File: config.mk
export PLATFORM = sky130hd
export DESIGN_NAME = weather_sensor_frame_decoder
export DESIGN_NICKNAME = d
export VERILOG_FILES = /design/src/design/wsfd_pkg.sv /design/src/design/weather_sensor_frame_decoder.sv /design/src/design/wsfd_rowbuf.sv /design/src/design/wsfd_decode.sv
export VERILOG_INCLUDE_DIRS = /design/src /design/src/design
export SDC_FILE = /design/constraint.sdc
export NUM_CORES = 1
export LEC_CHECK = 0
export BUFFER_PORTS_ARGS = -buffer_cell sky130_fd_sc_hd__buf_2
export CORE_AREA = 10 10 173 175
export DETAILED_ROUTE_END_ITERATION = 12
export DIE_AREA = 0 0 183 185
export PLACE_DENSITY_LB_ADDON = 0.25
export SYNTH_ARGS = -nofsm -noshare
export SYNTH_HDL_FRONTEND = slang
export SYNTH_SLANG_ARGS = --single-unit
export TNS_END_PERCENT = 5
File: constraint.sdc
create_clock -name i_clk -period 9.14 [get_ports i_clk]
set_input_delay 1.371 -clock i_clk [delete_from_list [all_inputs] [get_ports i_clk]]
set_output_delay 1.371 -clock i_clk [all_outputs]
set_load 0.01 [all_outputs]
File: src/design/assert_macros.svh
// Assertion macros shared by the design files.
`ifndef ASSERT_MACROS_SVH
`define ASSERT_MACROS_SVH

// Checks that a condition implies a consequence at the same clock edge.
`define ASSERT_SAME(label, clk, rst_n, cond, cons) \
    label: assert property (@(posedge clk) disable iff (!(rst_n)) (cond) |-> (cons)) \
        else $error("assertion failed");

// Checks that a condition implies a consequence at the next clock edge.
`define ASSERT_NEXT(label, clk, rst_n, cond, cons) \
    label: assert property (@(posedge clk) disable iff (!(rst_n)) (cond) |=> (cons)) \
        else $error("assertion failed");

`endif

File: src/design/wsfd_pkg.sv
// Types, constants and the direction table of the weather sensor frame decoder.
package wsfd_pkg;

    localparam int STORE_DEPTH = 9;
    localparam int CNT_W = 4;
    localparam int SUM_W = 12;

    localparam logic [2:0] KIND_BAD_LEN   = 3'd0;
    localparam logic [2:0] KIND_BAD_SUM   = 3'd1;
    localparam logic [2:0] KIND_TOWER     = 3'd2;
    localparam logic [2:0] KIND_WIND_RAIN = 3'd3;
    localparam logic [2:0] KIND_WIND_TEMP = 3'd4;
    localparam logic [2:0] KIND_UNKNOWN   = 3'd5;
    localparam logic [2:0] KIND_UNDECODED = 3'd6;

    localparam logic [5:0] TYPE_WIND_RAIN = 6'h31;
    localparam logic [5:0] TYPE_WIND_TEMP = 6'h38;

    localparam logic [7:0] BITS_MIN = 8'd56;
    localparam logic [7:0] BITS_MAX = 8'd65;
    localparam logic [7:0] BITS_SEVEN_BYTES = 8'd56;
    localparam logic [7:0] BITS_EIGHT_BYTES = 8'd64;

    localparam logic [14:0] TOWER_TEMP_OFS   = 15'd1000;
    localparam logic [14:0] STATION_TEMP_OFS = 15'd400;

    typedef logic [STORE_DEPTH-1:0][7:0] t_row_bytes;
    typedef logic [STORE_DEPTH-1:0][SUM_W-1:0] t_row_sums;

    typedef struct packed {
        logic             valid;
        logic [CNT_W-1:0] count;
        logic [7:0]       bits;
    } t_pend;

    typedef struct packed {
        logic [2:0]  frame_kind;
        logic [1:0]  channel_code;
        logic [13:0] node_id;
        logic [5:0]  msg_code;
        logic [7:0]  status_byte;
        logic [6:0]  humidity;
        logic [14:0] temp_tenths;
        logic [7:0]  wind_rate;
        logic [3:0]  wind_dir_index;
        logic [11:0] wind_dir_tenths;
        logic [13:0] rain_counter;
        logic [14:0] rain_delta;
    } t_result;

    function automatic logic [11:0] dir_tenths(input logic [3:0] code);
        logic [11:0] v;
        case (code)
            4'd0:    v = 12'd3150;
            4'd1:    v = 12'd2475;
            4'd2:    v = 12'd2925;
            4'd3:    v = 12'd2700;
            4'd4:    v = 12'd3375;
            4'd5:    v = 12'd2250;
            4'd6:    v = 12'd0;
            4'd7:    v = 12'd2025;
            4'd8:    v = 12'd675;
            4'd9:    v = 12'd1350;
            4'd10:   v = 12'd900;
            4'd11:   v = 12'd1125;
            4'd12:   v = 12'd450;
            4'd13:   v = 12'd1575;
            4'd14:   v = 12'd225;
            default: v = 12'd1800;
        endcase
        return v;
    endfunction

endpackage

File: src/design/weather_sensor_frame_decoder.sv
// Top level of the weather sensor frame decoder with its output register.
// The slave channel takes one row byte per item in i_s_tdata[7:0]; the item
// that carries i_s_tlast ends the row and also carries the row bit count in
// i_s_tdata[15:8]. Each row end yields exactly one result item on the master
// channel, with the frame kind in o_m_tuser and the decoded fields in
// o_m_tdata; fields that the kind does not report are zero.
// A byte is stored in the cycle it is accepted while the store has room. The
// row end is held in a pending register, then decoded and loaded into the
// output register once that register is empty or being taken. One item is
// accepted in every cycle while o_s_tready is high; the store, the pending
// register and the output register each hold one entry.
// Reset clears the byte count, the pending row end, the output valid flag
// and the rain baseline.
// When the receiver stalls with a result waiting and another row end is
// pending, o_s_tready drops until the output register is taken.
`include "assert_macros.svh"

module weather_sensor_frame_decoder (
    input  logic         i_clk,
    input  logic         i_rst_n,
    input  logic         i_s_tvalid,
    output logic         o_s_tready,
    input  logic [15:0]  i_s_tdata,   // data_byte[7:0], row_bits[15:8]
    input  logic         i_s_tlast,
    output logic         o_m_tvalid,
    input  logic         i_m_tready,
    // channel_code[1:0], node_id[15:2], msg_code[21:16], status_byte[29:22],
    // humidity[36:30], temp_tenths[51:37], wind_rate[59:52],
    // wind_dir_index[63:60], wind_dir_tenths[75:64], rain_counter[89:76],
    // rain_delta[104:90], zero fill[111:105]
    output logic [111:0] o_m_tdata,
    output logic [2:0]   o_m_tuser    // frame_kind[2:0]
);

    wsfd_pkg::t_row_bytes row_bytes;
    wsfd_pkg::t_row_sums  row_sums;
    wsfd_pkg::t_pend      pend;
    wsfd_pkg::t_result    result;
    wsfd_pkg::t_result    r_out;
    logic                 r_out_valid;
    logic                 s_accept;
    logic                 take;

    assign o_s_tready = !(pend.valid && r_out_valid && !i_m_tready);
    assign s_accept   = i_s_tvalid && o_s_tready;
    assign take       = pend.valid && (!r_out_valid || i_m_tready);

    wsfd_rowbuf u_rowbuf (
        .i_clk   (i_clk),
        .i_rst_n (i_rst_n),
        .i_wr    (s_accept),
        .i_data  (i_s_tdata[7:0]),
        .i_last  (i_s_tlast),
        .i_bits  (i_s_tdata[15:8]),
        .i_take  (take),
        .o_bytes (row_bytes),
        .o_sums  (row_sums),
        .o_pend  (pend)
    );

    wsfd_decode u_decode (
        .i_clk    (i_clk),
        .i_rst_n  (i_rst_n),
        .i_bytes  (row_bytes),
        .i_sums   (row_sums),
        .i_count  (pend.count),
        .i_bits   (pend.bits),
        .i_commit (take),
        .o_result (result)
    );

    always_ff @(posedge i_clk) begin
        if (!i_rst_n) begin
            r_out_valid <= 1'b0;
        end else if (take) begin
            r_out_valid <= 1'b1;
        end else if (i_m_tready) begin
            r_out_valid <= 1'b0;
        end
    end

    always_ff @(posedge i_clk) begin
        if (take) begin
            r_out <= result;
        end
    end

    assign o_m_tvalid = r_out_valid;
    assign o_m_tuser  = r_out.frame_kind;
    assign o_m_tdata  = {7'd0, r_out.rain_delta, r_out.rain_counter,
                         r_out.wind_dir_tenths, r_out.wind_dir_index, r_out.wind_rate,
                         r_out.temp_tenths, r_out.humidity, r_out.status_byte,
                         r_out.msg_code, r_out.node_id, r_out.channel_code};

    `ASSERT_SAME(a_stall_blocks_input, i_clk, i_rst_n,
        pend.valid && r_out_valid && !i_m_tready, !o_s_tready)
    `ASSERT_NEXT(a_row_end_pends, i_clk, i_rst_n, s_accept && i_s_tlast, pend.valid)
    `ASSERT_SAME(a_bad_len_clean, i_clk, i_rst_n,
        o_m_tvalid && (o_m_tuser == wsfd_pkg::KIND_BAD_LEN), o_m_tdata == '0)
    `ASSERT_NEXT(a_take_shows_result, i_clk, i_rst_n, take, o_m_tvalid)

endmodule

File: src/design/wsfd_rowbuf.sv
// Row byte store with running checksums and the pending-decode register.
module wsfd_rowbuf (
    input  logic                  i_clk,
    input  logic                  i_rst_n,
    input  logic                  i_wr,
    input  logic [7:0]            i_data,
    input  logic                  i_last,
    input  logic [7:0]            i_bits,
    input  logic                  i_take,
    output wsfd_pkg::t_row_bytes  o_bytes,
    output wsfd_pkg::t_row_sums   o_sums,
    output wsfd_pkg::t_pend       o_pend
);

    localparam logic [wsfd_pkg::CNT_W-1:0] DEPTH_CNT = wsfd_pkg::CNT_W'(wsfd_pkg::STORE_DEPTH);

    wsfd_pkg::t_row_bytes r_bytes;
    wsfd_pkg::t_row_sums  r_sums;
    logic [wsfd_pkg::CNT_W-1:0] r_count;
    logic [wsfd_pkg::CNT_W-1:0] n_count;
    logic [wsfd_pkg::CNT_W-1:0] row_count;
    logic [wsfd_pkg::SUM_W-1:0] prev_sum;
    logic [wsfd_pkg::SUM_W-1:0] new_sum;
    logic                       room;
    logic                       r_pend_valid;
    logic [wsfd_pkg::CNT_W-1:0] r_pend_count;
    logic [7:0]                 r_pend_bits;

    assign room = r_count < DEPTH_CNT;
    assign row_count = room ? r_count + 1'b1 : r_count;
    assign n_count = i_last ? '0 : row_count;

    always_comb begin
        prev_sum = '0;
        for (int i = 0; i < wsfd_pkg::STORE_DEPTH - 1; i++) begin
            if (r_count == wsfd_pkg::CNT_W'(i + 1)) begin
                prev_sum = r_sums[i];
            end
        end
    end

    assign new_sum = prev_sum + wsfd_pkg::SUM_W'(i_data);

    always_ff @(posedge i_clk) begin
        if (i_wr && room) begin
            for (int i = 0; i < wsfd_pkg::STORE_DEPTH; i++) begin
                if (r_count == wsfd_pkg::CNT_W'(i)) begin
                    r_bytes[i] <= i_data;
                    r_sums[i]  <= new_sum;
                end
            end
        end
    end

    always_ff @(posedge i_clk) begin
        if (!i_rst_n) begin
            r_count      <= '0;
            r_pend_valid <= 1'b0;
        end else begin
            if (i_wr) begin
                r_count <= n_count;
            end
            if (i_wr && i_last) begin
                r_pend_valid <= 1'b1;
            end else if (i_take) begin
                r_pend_valid <= 1'b0;
            end
        end
    end

    always_ff @(posedge i_clk) begin
        if (i_wr && i_last) begin
            r_pend_count <= row_count;
            r_pend_bits  <= i_bits;
        end
    end

    assign o_bytes = r_bytes;
    assign o_sums  = r_sums;
    assign o_pend  = {r_pend_valid, r_pend_count, r_pend_bits};

endmodule

File: src/design/wsfd_decode.sv
// Frame decode of a finished row and the rain counter baseline.
module wsfd_decode (
    input  logic                        i_clk,
    input  logic                        i_rst_n,
    input  wsfd_pkg::t_row_bytes        i_bytes,
    input  wsfd_pkg::t_row_sums         i_sums,
    input  logic [wsfd_pkg::CNT_W-1:0]  i_count,
    input  logic [7:0]                  i_bits,
    input  logic                        i_commit,
    output wsfd_pkg::t_result           o_result
);

    wsfd_pkg::t_row_bytes       rdv;
    logic                       len_ok;
    logic [wsfd_pkg::CNT_W-1:0] n0;
    logic [wsfd_pkg::CNT_W-1:0] n;
    logic [wsfd_pkg::CNT_W-1:0] m;
    logic [7:0]                 last0;
    logic [7:0]                 chk;
    logic [wsfd_pkg::SUM_W-1:0] sum;
    logic [13:0]                tower_raw;
    logic [10:0]                station_raw;
    logic [13:0]                rain_cnt;
    logic [7:0]                 speed;
    logic [13:0]                r_base;
    logic [13:0]                n_base;
    wsfd_pkg::t_result          res;

    always_comb begin
        for (int i = 0; i < wsfd_pkg::STORE_DEPTH; i++) begin
            rdv[i] = (wsfd_pkg::CNT_W'(i) < i_count) ? i_bytes[i] : 8'd0;
        end
    end

    assign len_ok = (i_bits >= wsfd_pkg::BITS_MIN) && (i_bits <= wsfd_pkg::BITS_MAX);

    always_comb begin
        if (i_bits <= wsfd_pkg::BITS_SEVEN_BYTES) begin
            n0 = 4'd7;
        end else if (i_bits <= wsfd_pkg::BITS_EIGHT_BYTES) begin
            n0 = 4'd8;
        end else begin
            n0 = 4'd9;
        end
        case (n0)
            4'd7:    last0 = rdv[6];
            4'd8:    last0 = rdv[7];
            default: last0 = rdv[8];
        endcase
        n = (last0 == 8'd0) ? n0 - 1'b1 : n0;
        case (n)
            4'd6:    chk = rdv[5];
            4'd7:    chk = rdv[6];
            4'd8:    chk = rdv[7];
            default: chk = rdv[8];
        endcase
        m = ((n - 1'b1) < i_count) ? n - 1'b1 : i_count;
        sum = '0;
        for (int k = 1; k <= wsfd_pkg::STORE_DEPTH; k++) begin
            if (m == wsfd_pkg::CNT_W'(k)) begin
                sum = i_sums[k-1];
            end
        end
    end

    assign tower_raw   = {rdv[4][6:0], rdv[5][6:0]};
    assign station_raw = {rdv[4][3:0], rdv[5][6:0]};
    assign rain_cnt    = {rdv[5][6:0], rdv[6][6:0]};
    assign speed       = {rdv[3][4:0], rdv[4][6:4]};

    always_comb begin
        res    = '0;
        n_base = r_base;
        if (!len_ok) begin
            res.frame_kind = wsfd_pkg::KIND_BAD_LEN;
        end else if ((sum == '0) || (sum[7:0] != chk)) begin
            res.frame_kind = wsfd_pkg::KIND_BAD_SUM;
        end else if (n == 4'd7) begin
            res.frame_kind   = wsfd_pkg::KIND_TOWER;
            res.channel_code = rdv[0][7:6];
            res.node_id      = {rdv[0][5:0], rdv[1]};
            res.status_byte  = rdv[2];
            res.humidity     = rdv[3][6:0];
            res.temp_tenths  = {1'b0, tower_raw} - wsfd_pkg::TOWER_TEMP_OFS;
        end else if (n != 4'd8) begin
            res.frame_kind = wsfd_pkg::KIND_UNDECODED;
        end else begin
            res.channel_code = rdv[0][7:6];
            res.node_id      = {2'b00, rdv[0][3:0], rdv[1]};
            res.msg_code     = rdv[2][5:0];
            if (rdv[2][5:0] == wsfd_pkg::TYPE_WIND_RAIN) begin
                res.frame_kind      = wsfd_pkg::KIND_WIND_RAIN;
                res.wind_rate       = speed;
                res.wind_dir_index  = rdv[4][3:0];
                res.wind_dir_tenths = wsfd_pkg::dir_tenths(rdv[4][3:0]);
                res.rain_counter    = rain_cnt;
                if (r_base != 14'd0) begin
                    res.rain_delta = {1'b0, rain_cnt} - {1'b0, r_base};
                    if (rain_cnt < r_base) begin
                        n_base = rain_cnt;
                    end
                end else begin
                    n_base = rain_cnt;
                end
            end else if (rdv[2][5:0] == wsfd_pkg::TYPE_WIND_TEMP) begin
                res.frame_kind  = wsfd_pkg::KIND_WIND_TEMP;
                res.wind_rate   = speed;
                res.temp_tenths = {4'd0, station_raw} - wsfd_pkg::STATION_TEMP_OFS;
                res.humidity    = rdv[6][6:0];
            end else begin
                res.frame_kind  = wsfd_pkg::KIND_UNKNOWN;
                res.status_byte = rdv[3];
            end
        end
    end

    always_ff @(posedge i_clk) begin
        if (!i_rst_n) begin
            r_base <= '0;
        end else if (i_commit) begin
            r_base <= n_base;
        end
    end

    assign o_result = res;

endmodule

==> flow_results.xml, run 1 <==
<?xml version="1.0" encoding="UTF-8"?>
<metrics>
  <group name="outcome">
    <metric name="status" unit="">finished, final reports clean</metric>
  </group>
  <group name="yosys">
    <metric name="synth-edff-count" unit="">297</metric>
    <metric name="postSynthRegisterBits" unit="">317</metric>
    <metric name="syn-mean-instance-area" unit="sq um">11.9</metric>
    <metric name="yosysUniqueCellTypes" unit="">91</metric>
    <metric name="synth.cell_area" unit="sq um">15700</metric>
    <metric name="netlist_instances" unit="">1328</metric>
    <metric name="dominant_register_cell_in_the_synthesized_netlist" unit="">sky130_fd_sc_hd__edfxtp_1</metric>
    <metric name="synth_seq_area_share" unit="%">59.2</metric>
    <metric name="synth-warning-count" unit="">0</metric>
    <metric name="synth_async_sr_flop_share" unit="%">0</metric>
  </group>
  <group name="drt">
    <metric name="vias" unit="">11700</metric>
    <metric name="total_wirelength" unit="um">43100</metric>
    <metric name="drcViolationCount" unit="">0</metric>
    <metric name="first_iter_violations" unit="">1509</metric>
    <metric name="drt-vias-per-instance" unit="">6.43</metric>
    <metric name="drt-pass1-iter-count" unit="">6</metric>
    <metric name="routedWlPerCell" unit="um">23.7</metric>
    <metric name="detail-route-antenna-nets" unit="">0</metric>
  </group>
  <group name="setup_path">
    <metric name="timing.critical_path.fanout_max" unit="">29</metric>
    <metric name="critical_path_arrival" unit="ps">8460</metric>
    <metric name="worst_setup_startpoint" unit="">u_rowbuf.r_pend_bits[5]</metric>
    <metric name="timing_worst_setup_path_type" unit="">flop to flop</metric>
    <metric name="reg2reg_depth" unit="">22</metric>
    <metric name="worst_setup_path_start_kind" unit="">flop</metric>
    <metric name="worst_r2r_endpoint" unit="">o_m_tdata[73]</metric>
    <metric name="cp_slowest_cell" unit="">sky130_fd_sc_hd__or3_1</metric>
    <metric name="endpoint" unit="">o_m_tdata[73]</metric>
    <metric name="crit-reg2reg-launch" unit="">u_rowbuf.r_pend_bits[5]</metric>
    <metric name="timing.critical_path.required" unit="ps">9450</metric>
    <metric name="register_to_register_setup_slack" unit="ps">980</metric>
    <metric name="critical_path.max_stage_delay" unit="ps">820</metric>
    <metric name="worst_setup_path_end_kind" unit="">flop</metric>
    <metric name="crit_chain" unit="">nor4_2, a21o_1, o21a_1, inv_2, ha_1, and2_1, a21boi_0, a21oi_1, nand2_1, ha_1, o211a_1, a2111oi_0, or4_4, a21oi_4, nand2_1, o221a_2, a211oi_1, xor2_1, nor4_1, o2111ai_2, or3_1, a2111oi_2</metric>
  </group>
  <group name="cells_and_area">
    <metric name="post_route_cells_drive_above_1_share" unit="%">17.5</metric>
    <metric name="antenna-diode-count" unit="">0</metric>
    <metric name="most-common-layout-cells" unit="">297 x sky130_fd_sc_hd__edfxtp_1, 129 x sky130_fd_sc_hd__buf_2, 101 x sky130_fd_sc_hd__nand2_1</metric>
    <metric name="fillers" unit="">1934</metric>
    <metric name="area_delta_synth_final" unit="%">13.6</metric>
    <metric name="layout.core_utilization" unit="%">67.3</metric>
    <metric name="final_common_cell" unit="">sky130_fd_sc_hd__edfxtp_1</metric>
    <metric name="net_count_final" unit="">1515</metric>
  </group>
  <group name="die">
    <metric name="die_width" unit="um">183</metric>
    <metric name="start_util" unit="%">59.2</metric>
    <metric name="num_rows" unit="">60</metric>
    <metric name="dieArea" unit="sq um">33900</metric>
    <metric name="core-area" unit="sq um">26600</metric>
    <metric name="die_h" unit="um">185</metric>
    <metric name="design.portCount" unit="">138</metric>
  </group>
  <group name="pwr">
    <metric name="p_total" unit="mW">3.41</metric>
    <metric name="static_leakage" unit="nW">6.55</metric>
    <metric name="power_density" unit="nW/um^2">191</metric>
    <metric name="vdd_drop_max" unit="uV">168</metric>
  </group>
  <group name="sta">
    <metric name="worstMarginPinSlew" unit="ps">1150</metric>
    <metric name="fin_crit" unit="ps">8160</metric>
    <metric name="fin_tns_setup" unit="ps">0</metric>
    <metric name="hold_slack" unit="ps">473</metric>
    <metric name="final_hold_violation_count" unit="">0</metric>
    <metric name="final.setup_skew" unit="ps">9.25</metric>
    <metric name="slew_viol_final" unit="">0</metric>
    <metric name="slew_limit_headroom" unit="%">23.6</metric>
    <metric name="timing.final.crit_share" unit="%">89.3</metric>
    <metric name="setup_viol_count_final" unit="">0</metric>
    <metric name="grt_setup_unrepaired" unit="">false</metric>
    <metric name="max_freq" unit="MHz">123</metric>
  </group>
  <group name="grt">
    <metric name="grt_start_max_net_pins" unit="">58</metric>
    <metric name="track_usage" unit="%">24.7</metric>
    <metric name="grt_first_pass_wirelength" unit="um">65100</metric>
    <metric name="grt.overflow.total" unit="">0</metric>
    <metric name="antenna_found_initial" unit="">0</metric>
    <metric name="grt_pass1_vias" unit="">11300</metric>
  </group>
  <group name="clocking">
    <metric name="clk_pin_slew" unit="ps">60</metric>
    <metric name="cts_buffers" unit="">35</metric>
    <metric name="cts_buffer_depth" unit="">3</metric>
    <metric name="cts_repair_resize_count" unit="">0</metric>
    <metric name="holdBufCountCts" unit="">0</metric>
    <metric name="tritoncts_clock_tree" unit="">done</metric>
    <metric name="cts-root-buf" unit="">sky130_fd_sc_hd__clkbuf_16</metric>
    <metric name="clk-insertion-delay-late" unit="ps">520</metric>
    <metric name="cts.repair_timing.setup_buffer_count" unit="">0</metric>
    <metric name="clock_tree.htree_level_count" unit="">2</metric>
    <metric name="clock_sink_count" unit="">317</metric>
  </group>
  <group name="placement">
    <metric name="dp.final_hpwl" unit="um">29600</metric>
    <metric name="place.port_buffers" unit="">129</metric>
    <metric name="gp_congestion" unit="">0.999</metric>
  </group>
  <group name="flow_run">
    <metric name="maxCapViolCount" unit="">0</metric>
  </group>
  <group name="worst_hold_path">
    <metric name="min_path_type" unit="">flop to flop</metric>
  </group>
</metrics>
cells in the mapped netlist, types with 20 or more instances:
| cell type | count | share of area (%) |
|---|---|---|
| sky130_fd_sc_hd__inv_1 | 69 | 1.6 |
| sky130_fd_sc_hd__edfxtp_1 | 297 | 57 |
| sky130_fd_sc_hd__clkbuf_1 | 45 | 1.1 |
| sky130_fd_sc_hd__o211ai_1 | 27 | 1.3 |
| sky130_fd_sc_hd__a22oi_1 | 44 | 2.1 |
| sky130_fd_sc_hd__nor2_1 | 101 | 2.4 |
| sky130_fd_sc_hd__dfxtp_1 | 20 | 2.5 |
| sky130_fd_sc_hd__ha_1 | 40 | 3.2 |
| sky130_fd_sc_hd__nand2_1 | 101 | 2.4 |
| sky130_fd_sc_hd__and2_1 | 37 | 1.5 |
| sky130_fd_sc_hd__xnor2_1 | 22 | 1.2 |
| sky130_fd_sc_hd__nor3_1 | 27 | 0.86 |
| sky130_fd_sc_hd__o21ai_0 | 61 | 1.9 |
| sky130_fd_sc_hd__a21oi_1 | 82 | 2.6 |
routing by layer:
metal  track usage (%)  wire [um]  vias up
li1                  -          -     5272
met1              30.5      16600     5611
met2              42.4      21100      708
met3              4.98       4200      103
met4              8.30       1180        0
met5                 0          0        -
per-stage QoR:
stage	instances	cell area [sq um]	setup WS, ps
final	1818	17900	982
after global routing	1818	17900	338
after global placement	1756	16700	1450
after CTS	1818	17900	1120
after floorplan	1335	15800	1530
after detailed placement	1756	16700	1200
worst min path at each step:
stage | end | slack [ps] | cells past startpoint | from
global placement | u_decode.r_base[12] | 460 | 2 | u_decode.r_base[12]
global route | u_decode.r_base[11] | 500 | 2 | u_decode.r_base[11]
detailed placement | u_decode.r_base[12] | 470 | 2 | u_decode.r_base[12]
finish | u_decode.r_base[12] | 470 | 2 | u_decode.r_base[12]
floorplan | u_decode.r_base[11] | 450 | 2 | u_decode.r_base[11]
CTS | u_decode.r_base[12] | 470 | 2 | u_decode.r_base[12]
registers in the layout, summed over array words and instances, names as in the netlist:
name,count
u_rowbuf.r_count,4
o_m_tvalid,1
u_rowbuf.o_sums,108
u_rowbuf.r_pend_count,4
o_m_tdata,103
u_rowbuf.r_pend_bits,8
o_m_tuser,3
u_rowbuf.r_pend_valid,1
u_rowbuf.o_bytes,71
u_decode.r_base,14
cells by family (layout without fill, tap and decap cells):
family / Yosys count / after routing / share of synthesized area (%)
simple gates: 403 / 403 / 13.4
compound gates: 349 / 349 / 15.5
flops: 317 / 317 / 59.2
buf+inv: 144 / 286 / 3.93
fa+ha+maj: 42 / 42 / 3.43
xor+xnor: 37 / 37 / 2.06
mux: 35 / 35 / 2.50
other cells: 1 / 8 / 0.0238
final cells by class:
class | count | area (sq um) | area share [%]
Clock buffer | 43 | 926 | 5.18
Multi-Input combinational cell | 874 | 5860 | 32.8
Inverter | 70 | 263 | 1.47
Clock inverter | 19 | 254 | 1.42
Tap cell | 341 | 427 | 2.39
Timing Repair Buffer | 154 | 833 | 4.66
Sequential cell | 317 | 9320 | 52.1
critical path: cells and delay by family (launching register included):
kind	cells	cell delay, ps
AOI/OAI and AO/OA	11	3610
and+or+nand+nor	7	2940
adders and majority gates	2	600
DFF	1	450
buffers and inverters	1	220
xor gates and xnor gates	1	120
report_power, final:
| part | switching [mW] | leakage, nW | internal (mW) | total (mW) |
|---|---|---|---|---|
| sequential | 0.0124 | 2.96 | 1.62 | 1.63 |
| combinational | 0.219 | 3.01 | 0.106 | 0.325 |
| clock | 0.564 | 0.577 | 0.892 | 1.46 |
Power figures use the tool's default switching activity.
==> run 2, diff against run 1 <==
ABC_AREA = 1   (was default)
TNS_END_PERCENT = default   (was 5)
==> flow_results.xml, run 2 <==
<?xml version="1.0" encoding="UTF-8"?>
<metrics>
  <group name="grt">
    <metric name="grt_start_max_net_pins" unit="">83</metric>
    <metric name="antenna_found_initial" unit="">0</metric>
    <metric name="track_usage" unit="%">24.0</metric>
    <metric name="groute.layer.met3.usage" unit="%">4.49</metric>
    <metric name="grt_first_pass_wirelength" unit="um">63500</metric>
    <metric name="grt_pass1_vias" unit="">11600</metric>
    <metric name="grt_most_used_layer" unit="">met2</metric>
    <metric name="groute.layer.met1.usage" unit="%">28.9</metric>
    <metric name="grt.overflow.total" unit="">0</metric>
    <metric name="globalRouteMet2Util" unit="%">41.2</metric>
  </group>
  <group name="outcome">
    <metric name="status" unit="">finished, final reports clean</metric>
  </group>
  <group name="sta">
    <metric name="slew_viol_final" unit="">0</metric>
    <metric name="max_freq" unit="MHz">136</metric>
    <metric name="slew_limit_headroom" unit="%">15.5</metric>
    <metric name="grt_setup_unrepaired" unit="">false</metric>
    <metric name="timing.final.crit_share" unit="%">80.7</metric>
    <metric name="worstMarginPinSlew" unit="ps">1270</metric>
    <metric name="final.setup_skew" unit="ps">22.5</metric>
    <metric name="final_hold_violation_count" unit="">0</metric>
    <metric name="hold_slack" unit="ps">480</metric>
    <metric name="fin_tns_setup" unit="ps">0</metric>
    <metric name="setup_viol_count_final" unit="">0</metric>
    <metric name="fin_crit" unit="ps">7370</metric>
  </group>
  <group name="flow_run">
    <metric name="maxCapViolCount" unit="">0</metric>
  </group>
  <group name="placement">
    <metric name="placedInstanceArea" unit="sq um">16500</metric>
    <metric name="place.port_buffers" unit="">129</metric>
    <metric name="gp_congestion" unit="">0.968</metric>
    <metric name="dp.final_hpwl" unit="um">28600</metric>
  </group>
  <group name="die">
    <metric name="design.portCount" unit="">138</metric>
    <metric name="num_rows" unit="">60</metric>
    <metric name="dieArea" unit="sq um">33900</metric>
    <metric name="die_width" unit="um">183</metric>
    <metric name="core-area" unit="sq um">26600</metric>
    <metric name="start_util" unit="%">58.6</metric>
    <metric name="die_h" unit="um">185</metric>
  </group>
  <group name="yosys">
    <metric name="netlist_instances" unit="">1564</metric>
    <metric name="dominant_register_cell_in_the_synthesized_netlist" unit="">sky130_fd_sc_hd__edfxtp_1</metric>
    <metric name="synth.cell_area" unit="sq um">15600</metric>
    <metric name="synthMostInstantiatedCell" unit="">sky130_fd_sc_hd__nand2_1</metric>
    <metric name="synth.largest_area_cell" unit="">sky130_fd_sc_hd__edfxtp_1</metric>
    <metric name="synth.top_cell.area_share" unit="%">57.3</metric>
    <metric name="post_synth_main_area_contributors" unit="">sky130_fd_sc_hd__edfxtp_1 57%, sky130_fd_sc_hd__nand2_1 7.6%, sky130_fd_sc_hd__nand3_1 4.5%</metric>
    <metric name="synth_seq_area_share" unit="%">59.8</metric>
    <metric name="synthTopCellsByCount" unit="">317 x sky130_fd_sc_hd__nand2_1, 297 x sky130_fd_sc_hd__edfxtp_1, 188 x sky130_fd_sc_hd__nor2_1</metric>
    <metric name="synth_async_sr_flop_share" unit="%">0</metric>
    <metric name="yosysUniqueCellTypes" unit="">49</metric>
    <metric name="synth-edff-count" unit="">297</metric>
    <metric name="postSynthRegisterBits" unit="">317</metric>
    <metric name="syn-mean-instance-area" unit="sq um">9.96</metric>
    <metric name="synth-warning-count" unit="">0</metric>
  </group>
  <group name="pwr">
    <metric name="static_leakage" unit="nW">7.47</metric>
    <metric name="power_density" unit="nW/um^2">186</metric>
    <metric name="power.net_switching" unit="uW">798</metric>
    <metric name="pwr-share-clk" unit="%">39.5</metric>
    <metric name="vdd_drop_max" unit="uV">166</metric>
    <metric name="internal_power" unit="mW">2.45</metric>
    <metric name="power.combinational.fraction" unit="%">10.3</metric>
    <metric name="p_sw_share" unit="%">24.5</metric>
    <metric name="seq_power_share" unit="%">50.2</metric>
    <metric name="p_total" unit="mW">3.25</metric>
  </group>
  <group name="clocking">
    <metric name="cts_buffer_depth" unit="">3</metric>
    <metric name="clock_sink_count" unit="">317</metric>
    <metric name="clk_pin_slew" unit="ps">70</metric>
    <metric name="cts-root-buf" unit="">sky130_fd_sc_hd__clkbuf_16</metric>
    <metric name="clk-insertion-delay-late" unit="ps">520</metric>
    <metric name="cts_repair_resize_count" unit="">0</metric>
    <metric name="tritoncts_clock_tree" unit="">done</metric>
    <metric name="cts.repair_timing.setup_buffer_count" unit="">0</metric>
    <metric name="holdBufCountCts" unit="">0</metric>
    <metric name="cts_buffers" unit="">34</metric>
    <metric name="clock_tree.htree_level_count" unit="">2</metric>
  </group>
  <group name="cells_and_area">
    <metric name="post_route_cells_drive_above_1_share" unit="%">14.2</metric>
    <metric name="most-common-layout-cells" unit="">317 x sky130_fd_sc_hd__nand2_1, 297 x sky130_fd_sc_hd__edfxtp_1, 187 x sky130_fd_sc_hd__nor2_1</metric>
    <metric name="net_count_final" unit="">1759</metric>
    <metric name="layout.core_utilization" unit="%">65.9</metric>
    <metric name="final_common_cell" unit="">sky130_fd_sc_hd__nand2_1</metric>
    <metric name="antenna-diode-count" unit="">0</metric>
    <metric name="largest_register_ffs" unit="">108</metric>
    <metric name="post-route-cell-area" unit="sq um">17500</metric>
    <metric name="area_delta_synth_final" unit="%">12.4</metric>
  </group>
  <group name="setup_path">
    <metric name="timing.critical_path.required" unit="ps">9530</metric>
    <metric name="path_delay_family" unit="">simple AND/OR/NAND/NOR gates</metric>
    <metric name="critical_path.max_stage_delay" unit="ps">960</metric>
    <metric name="crit-reg2reg-launch" unit="">u_rowbuf.r_pend_count[3]</metric>
    <metric name="critical_path_arrival" unit="ps">7760</metric>
    <metric name="cp_num_buf_inv" unit="">2</metric>
    <metric name="cp_slowest_cell" unit="">sky130_fd_sc_hd__nor2_2</metric>
    <metric name="worst_setup_startpoint" unit="">u_rowbuf.r_pend_count[3]</metric>
    <metric name="worst_setup_path_start_kind" unit="">flop</metric>
    <metric name="timing_worst_setup_path_type" unit="">flop to flop</metric>
    <metric name="worst_setup_path_end_kind" unit="">flop</metric>
    <metric name="worst_path_most_repeated_cell" unit="">sky130_fd_sc_hd__nand2_1</metric>
    <metric name="timing.critical_path.fanout_max" unit="">31</metric>
  </group>
  <group name="drt">
    <metric name="routedWlPerCell" unit="um">20.0</metric>
    <metric name="first_iter_violations" unit="">1506</metric>
    <metric name="drcViolationCount" unit="">0</metric>
    <metric name="drt-pass1-iter-count" unit="">6</metric>
    <metric name="vias" unit="">12000</metric>
    <metric name="detail-route-antenna-nets" unit="">0</metric>
    <metric name="total_wirelength" unit="um">41300</metric>
    <metric name="drt-vias-per-instance" unit="">5.82</metric>
  </group>
  <group name="worst_hold_path">
    <metric name="min_path_type" unit="">flop to flop</metric>
    <metric name="min-delay-start" unit="">o_m_tvalid</metric>
  </group>
</metrics>
run 2: power by group through the flow:
stage               clock network (mW)  logic [mW]  registers, mW
finish                            1.28       0.335           1.63
global route                      1.35       0.372           1.63
floorplan                            0       0.230           1.67
CTS                               1.29       0.329           1.63
global placement                     0       0.319           1.66
detailed placement                   0       0.326           1.66
run 2: metrics by stage:
stage | std cells | setup slack [ps]
global placement | 2001 | 2360
global route | 2061 | 1110
detailed placement | 2001 | 1950
CTS | 2061 | 1930
floorplan | 1571 | 1910
finish | 2061 | 1770
run 2: path summary, 6_finish.rpt:
kind	endpoint	slack [ps]	cells after the start
min reg2reg	o_m_tvalid	480	2
max	o_m_tdata[46]	1770	34
min	o_m_tvalid	480	2
max reg2reg	o_m_tdata[46]	1770	34
run 2: worst reg2reg max path: cells and delay by family (launching register included):
family / cells / cell delay, ps
AO/OA/AOI/OAI: 1 / 510
flip-flops: 1 / 640
adder cells (fa/ha/maj): 2 / 420
buffers and inverters: 2 / 170
AND/OR/NAND/NOR: 29 / 5510
run 2: cell families after synthesis:
| family | count (synthesis) | share of synthesized area, % |
|---|---|---|
| compound gates | 169 | 6.24 |
| xor+xnor | 36 | 2.02 |
| fa+ha+maj | 42 | 3.47 |
| buf+inv | 222 | 5.98 |
| flops | 317 | 59.8 |
| other cells | 1 | 0.0241 |
| simple gates | 777 | 22.4 |
run 2: cell type report:
type,count,area (sq um)
timing repair buffer,143,751
sequential,317,9320
inverter,168,631
clock buffer,46,927
fill,2043,9060
clock inverter,14,92.6
tap,341,427
multi-input combinational,1032,5360
run 2: routing by layer:
metal,up-vias,part of all wire (%)
met2,665,49
met1,5607,38
met4,0,3.9
met3,116,9.4
li1,5598,-
met5,-,0
